===== config.mk =====
export PLATFORM = sky130hd
export DESIGN_NAME = oie_min_unit
export DESIGN_NICKNAME = d
export VERILOG_FILES = /design/src/hdl/assert_macros.svh /design/src/hdl/oie_pkg.sv /design/src/hdl/oie_min_unit.sv
export SDC_FILE = /design/constraint.sdc
export NUM_CORES = 1
export LEC_CHECK = 0
export ABC_CLOCK_PERIOD_IN_PS = 7000
export BUFFER_PORTS_ARGS = -buffer_cell sky130_fd_sc_hd__buf_4
export CAP_MARGIN = 20
export CORE_UTILIZATION = 51
export DETAILED_ROUTE_END_ITERATION = 16
export PLACE_DENSITY_LB_ADDON = 0.08
export SLEW_MARGIN = 10
export SYNTH_ARGS = -nofsm -noshare
export SYNTH_HDL_FRONTEND = slang
export SYNTH_SLANG_ARGS = --single-unit

===== constraint.sdc =====
create_clock -name clock -period 7 [get_ports clock]
set_input_delay 0.7 -clock clock [delete_from_list [all_inputs] [get_ports clock]]
set_output_delay 0.7 -clock clock [all_outputs]
set_load 0.005 [all_outputs]

===== src/hdl/assert_macros.svh =====
// Assertion macros shared by the intercept extractor RTL.
// Included by the top-level module, which carries the concurrent checks.
`ifndef ASSERT_MACROS_SVH
`define ASSERT_MACROS_SVH

// Condition holds at every clock edge outside reset.
`define OIE_ASSERT_ALWAYS(lbl, clk, rst, expr) \
   lbl: assert property (@(posedge clk) disable iff (rst) (expr)) \
      else $error("assertion failed");

// Antecedent implies consequent in the same cycle.
`define OIE_ASSERT_IMPLY(lbl, clk, rst, ante, cons) \
   lbl: assert property (@(posedge clk) disable iff (rst) (ante) |-> (cons)) \
      else $error("assertion failed");

// Antecedent implies consequent in the next cycle.
`define OIE_ASSERT_NEXT(lbl, clk, rst, ante, cons) \
   lbl: assert property (@(posedge clk) disable iff (rst) (ante) |=> (cons)) \
      else $error("assertion failed");

`endif


===== src/hdl/oie_pkg.sv =====
// Types and constants for the ordered intercept extractor.
// No dependencies; used by every module of the block.
package oie_pkg;

   typedef enum logic [1:0] {
      ACT_CLEAR = 2'd0,
      ACT_ADD   = 2'd1,
      ACT_TAKE  = 2'd2
   } action_type;

   typedef enum logic [1:0] {
      ST_OK        = 2'd0,
      ST_FULL      = 2'd1,
      ST_EXHAUSTED = 2'd2
   } status_type;

   typedef enum logic [1:0] {
      S_IDLE,
      S_SCAN,
      S_DRAIN,
      S_DONE
   } state_type;

   localparam logic signed [31:0] MAX_FRAC = 32'sh7FFF_FFFF;
   localparam int FILL_W = 8;

   typedef struct packed {
      action_type         action;
      logic signed [31:0] frac_in;
      logic               is_line_in;
      logic [31:0]        ref_in;
      logic signed [31:0] limit;
   } req_type;

   typedef struct packed {
      status_type         status;
      logic signed [31:0] frac_out;
      logic               is_line_out;
      logic [31:0]        ref_out;
      logic [FILL_W-1:0]  fill;
   } rsp_type;

   // one stored intercept
   typedef struct packed {
      logic signed [31:0] frac;
      logic               is_line;
      logic [31:0]        handle;
   } entry_type;

   // sequencer to min unit
   typedef struct packed {
      logic start;
      logic cand_valid;
   } scan_ctl_type;

endpackage


===== src/hdl/oie_min_unit.sv =====
// Running-minimum compare unit: one signed compare per candidate.
// Keeps the earliest smallest unconsumed entry. Uses oie_pkg.
module oie_min_unit #(
   parameter int AW = 7
) (
   input  logic                  clock,
   input  logic                  reset,
   input  oie_pkg::scan_ctl_type ctl,
   input  oie_pkg::entry_type    cand,
   input  logic                  cand_used,
   input  logic [AW-1:0]         cand_idx,
   output oie_pkg::entry_type    best_ff,
   output logic [AW-1:0]         best_idx_ff,
   output logic                  found_ff
);

   logic take;

   // strict less-than: ties keep the earlier entry, max fraction never wins
   assign take = ctl.cand_valid && !cand_used &&
                 ($signed(cand.frac) < $signed(best_ff.frac));

   always_ff @(posedge clock) begin
      if (ctl.start) begin
         best_ff.frac <= oie_pkg::MAX_FRAC;
      end else if (take) begin
         best_ff     <= cand;
         best_idx_ff <= cand_idx;
      end
   end

   always_ff @(posedge clock) begin
      if (reset) begin
         found_ff <= 1'b0;
      end else if (ctl.start) begin
         found_ff <= 1'b0;
      end else if (take) begin
         found_ff <= 1'b1;
      end
   end

endmodule


==> metrics.cfg <==
[sta]
timing_hold_violations_final=0
setup_viol=0
min_period_ns=3.327
rsz0062_at_grt=false
fin_worst_skew_ns=0.01320
slew_viol_final=0
worst_slew_pin_slew_ns=1.077
whs_ns=0.4645
slew_headroom_pct=28.02
clock.fmax_ghz=0.3006
final.setup.tns_ns=0
min_period_over_period_pct=47.52

[hold_path]
hold_end=found_ff$_SDFFE_PP0P_
hold_start=found_ff$_SDFFE_PP0P_
hold_class=reg2reg
holdPathStages=2

[synthesis]
syn_nets=397
synth_edf_count=40
yosys_most_used_dff=edfxtp_1
async_reset_ff_share_pct=0
synth_seq_area_share_pct=56.26
synth_common_cells=nor2_1 (65), edfxtp_1 (40), dfxtp_1 (33), inv_1 (32), mux2i_1 (32)
synth_warnings=0
ys_ff_latch=73
synth_area_leaders=edfxtp_1 (36%), dfxtp_1 (20%), ha_1 (12%)
syn_inst=289
synthesis.area_sq_um=3309
synth_top_area_share_pct=36.29
yosysMostFrequentCell=nor2_1
synth.distinct_cells=29
yosysTopAreaCell=edfxtp_1
avgSynthCellArea_sq_um=11.45

[pwr]
irDropWorstVdd_mv=0.1785
switching_share_pct=21.76
p_sw_uw=227.5
leakagePower_nw=2.549
power_frac_comb_pct=12.5
p_clk_share_pct=41.8
powerDensity_nw_per_um2=220.1
p_int_uw=818.0
power.total_mw=1.045
power_frac_seq_pct=45.7

[clock_network]
post_cts_resized=0
cts_buffers=9
holdBufCountCts=0
clk_latency_ns=0.34
cts_buffer_depth=2
cts_tree=built
root_buffer=clkbuf_8
h-tree-depth=3
cts_sinks=73
path_clk_slew_ns=0.07
cts_setup_buffers=0

[critical_path]
reg2reg_slack_ns=3.75
crit_path_start_kind=input pin
endpoint_kind=register
crit_required_ns=6.95
crit_arrival_ns=3.28
rr_endpoint=best_idx_ff[1]$_DFFE_PP_
crit_type=in2reg
reg2reg_from=best_ff[60]$_SDFFE_PP1P_
path_max_fanout=40
reg2reg_depth=9

[layout]
final_area_sq_um=4751
drive_gt1_share_pct=37.98
antennaDiodeCount=0
fin_nets=548
syn_to_final_growth_pct=43.55
fin_cells=520

[floorplan]
rows=28
dieArea_sq_um=6815
die_w_um=82.56
core_sq_um=6096
start_util_pct=54.29
io_pins=150
fp.dieH_um=82.56

[global_routing]
grt_pass1_vias=2366
grt.total_usage_pct=22.90
overflow=0
grt_max_degree=67
grt_antenna_before_repair=0
grt_pass1_wl_mm=11.31

[drt]
wl_mm=7.732
ant_nets=0
routed-via-count=2564
dr.pass1.iters=5
drt_iter0_drc=109
drc=0
routed_via_density=4.931
avgRoutedWirePerCell_um=14.87

[placed_design]
dp_cells=504
place_area_sq_um=4486
gp_congestion=0.7296
numPortBuffers=149
dpl.hpwl_mm=5.655

[status]
status=completed

[run]
maxCapViolCount=0

[routing by layer]
metal | wire length [um] | vias up | track usage [%] | part of all wire, %
met4 | 113 | 0 | 9.483 | 1.5
met2 | 3809 | 111 | 40.08 | 49
met5 | 0 | - | 0 | 0
met3 | 765 | 9 | 6.484 | 9.9
met1 | 3043 | 1147 | 26.17 | 39
li1 | - | 1297 | - | -
[critical path, stage by stage]
cell,delay (ns)
buf_4,0.11
ha_1,0.30
a211o_1,0.30
a21oi_1,0.13
o31ai_1,0.10
a2111o_1,0.44
a31oi_2,0.25
mux2i_4,0.11
nor2_4,0.83
[worst max-delay path by stage]
stage | to | slack, ns | cells after the start | start
finish | best_idx_ff[1]$_DFFE_PP_ | 3.67 | 9 | cand[38]
global route | best_ff[12]$_DFFE_PP_ | 3.52 | 9 | cand[59]
CTS | best_idx_ff[1]$_DFFE_PP_ | 3.68 | 9 | cand[38]
detailed placement | best_ff[15]$_DFFE_PP_ | 3.34 | 9 | cand[38]
global placement | best_idx_ff[0]$_DFFE_PP_ | 3.34 | 9 | cand[59]
floorplan | best_ff[0]$_DFFE_PP_ | 2.44 | 9 | cand[38]
[logic make-up (layout without fill, tap and decap cells)]
kind of cell / count (synthesis) / after routing / synth area share (%)
buffers and inverters: 42 / 198 / 5.444
multiplexers: 33 / 33 / 10.09
flip-flops: 73 / 73 / 56.26
adder cells (fa/ha/maj): 31 / 31 / 11.72
AO/OA/AOI/OAI: 26 / 26 / 5.595
AND/OR/NAND/NOR: 84 / 84 / 10.89
[flip-flops by register name, summed over array words and instances, names as in the netlist]
signal / count
best_idx_ff: 7
best_ff: 65
found_ff: 1
[layout by cell type (no fill, tap or decap), drive strengths merged]
cell type / n
a221oi: 2
nand2b: 3
mux2i: 33
buf: 150
a2111o: 1
a2111oi: 1
nand2: 4
clkbuf: 10
ha: 31
o21a: 2
bufinv: 4
a21oi: 9
a21o: 3
a211o: 1
a31oi: 1
inv: 34
edfxtp: 40
nor3b: 1
o31ai: 1
a211oi: 1
a21boi: 1
nand3: 3
and4: 2
nor2: 65
and3b: 1
dfxtp: 33
o21ai: 3
nand4: 4
nor4b: 1
[metrics by stage]
| step | setup slack [ns] | util (%) |
|---|---|---|
| floorplan | 2.436 | - |
| global placement | 3.343 | 73.58 |
| detailed placement | 3.336 | 73.58 |
| CTS | 3.681 | 77.94 |
| global route | 3.517 | 77.94 |
| finish | 3.673 | 77.94 |
[power groups by stage]
stage	logic, mW	registers [mW]	clock network (mW)
floorplan	0.0583	0.489	0
global placement	0.127	0.487	0
detailed placement	0.130	0.488	0
CTS	0.132	0.478	0.442
global route	0.145	0.480	0.461
finish	0.131	0.478	0.437
[cell type report]
type	count	area [sq um]
sequential	73	1862
fill	409	1345
multi-input combinational	174	1284
timing repair buffer	150	1126
clock inverter	6	137.6
clock buffer	10	127.6
inverter	32	120.1
tap	75	93.84
(Power assumes the default switching activity.)
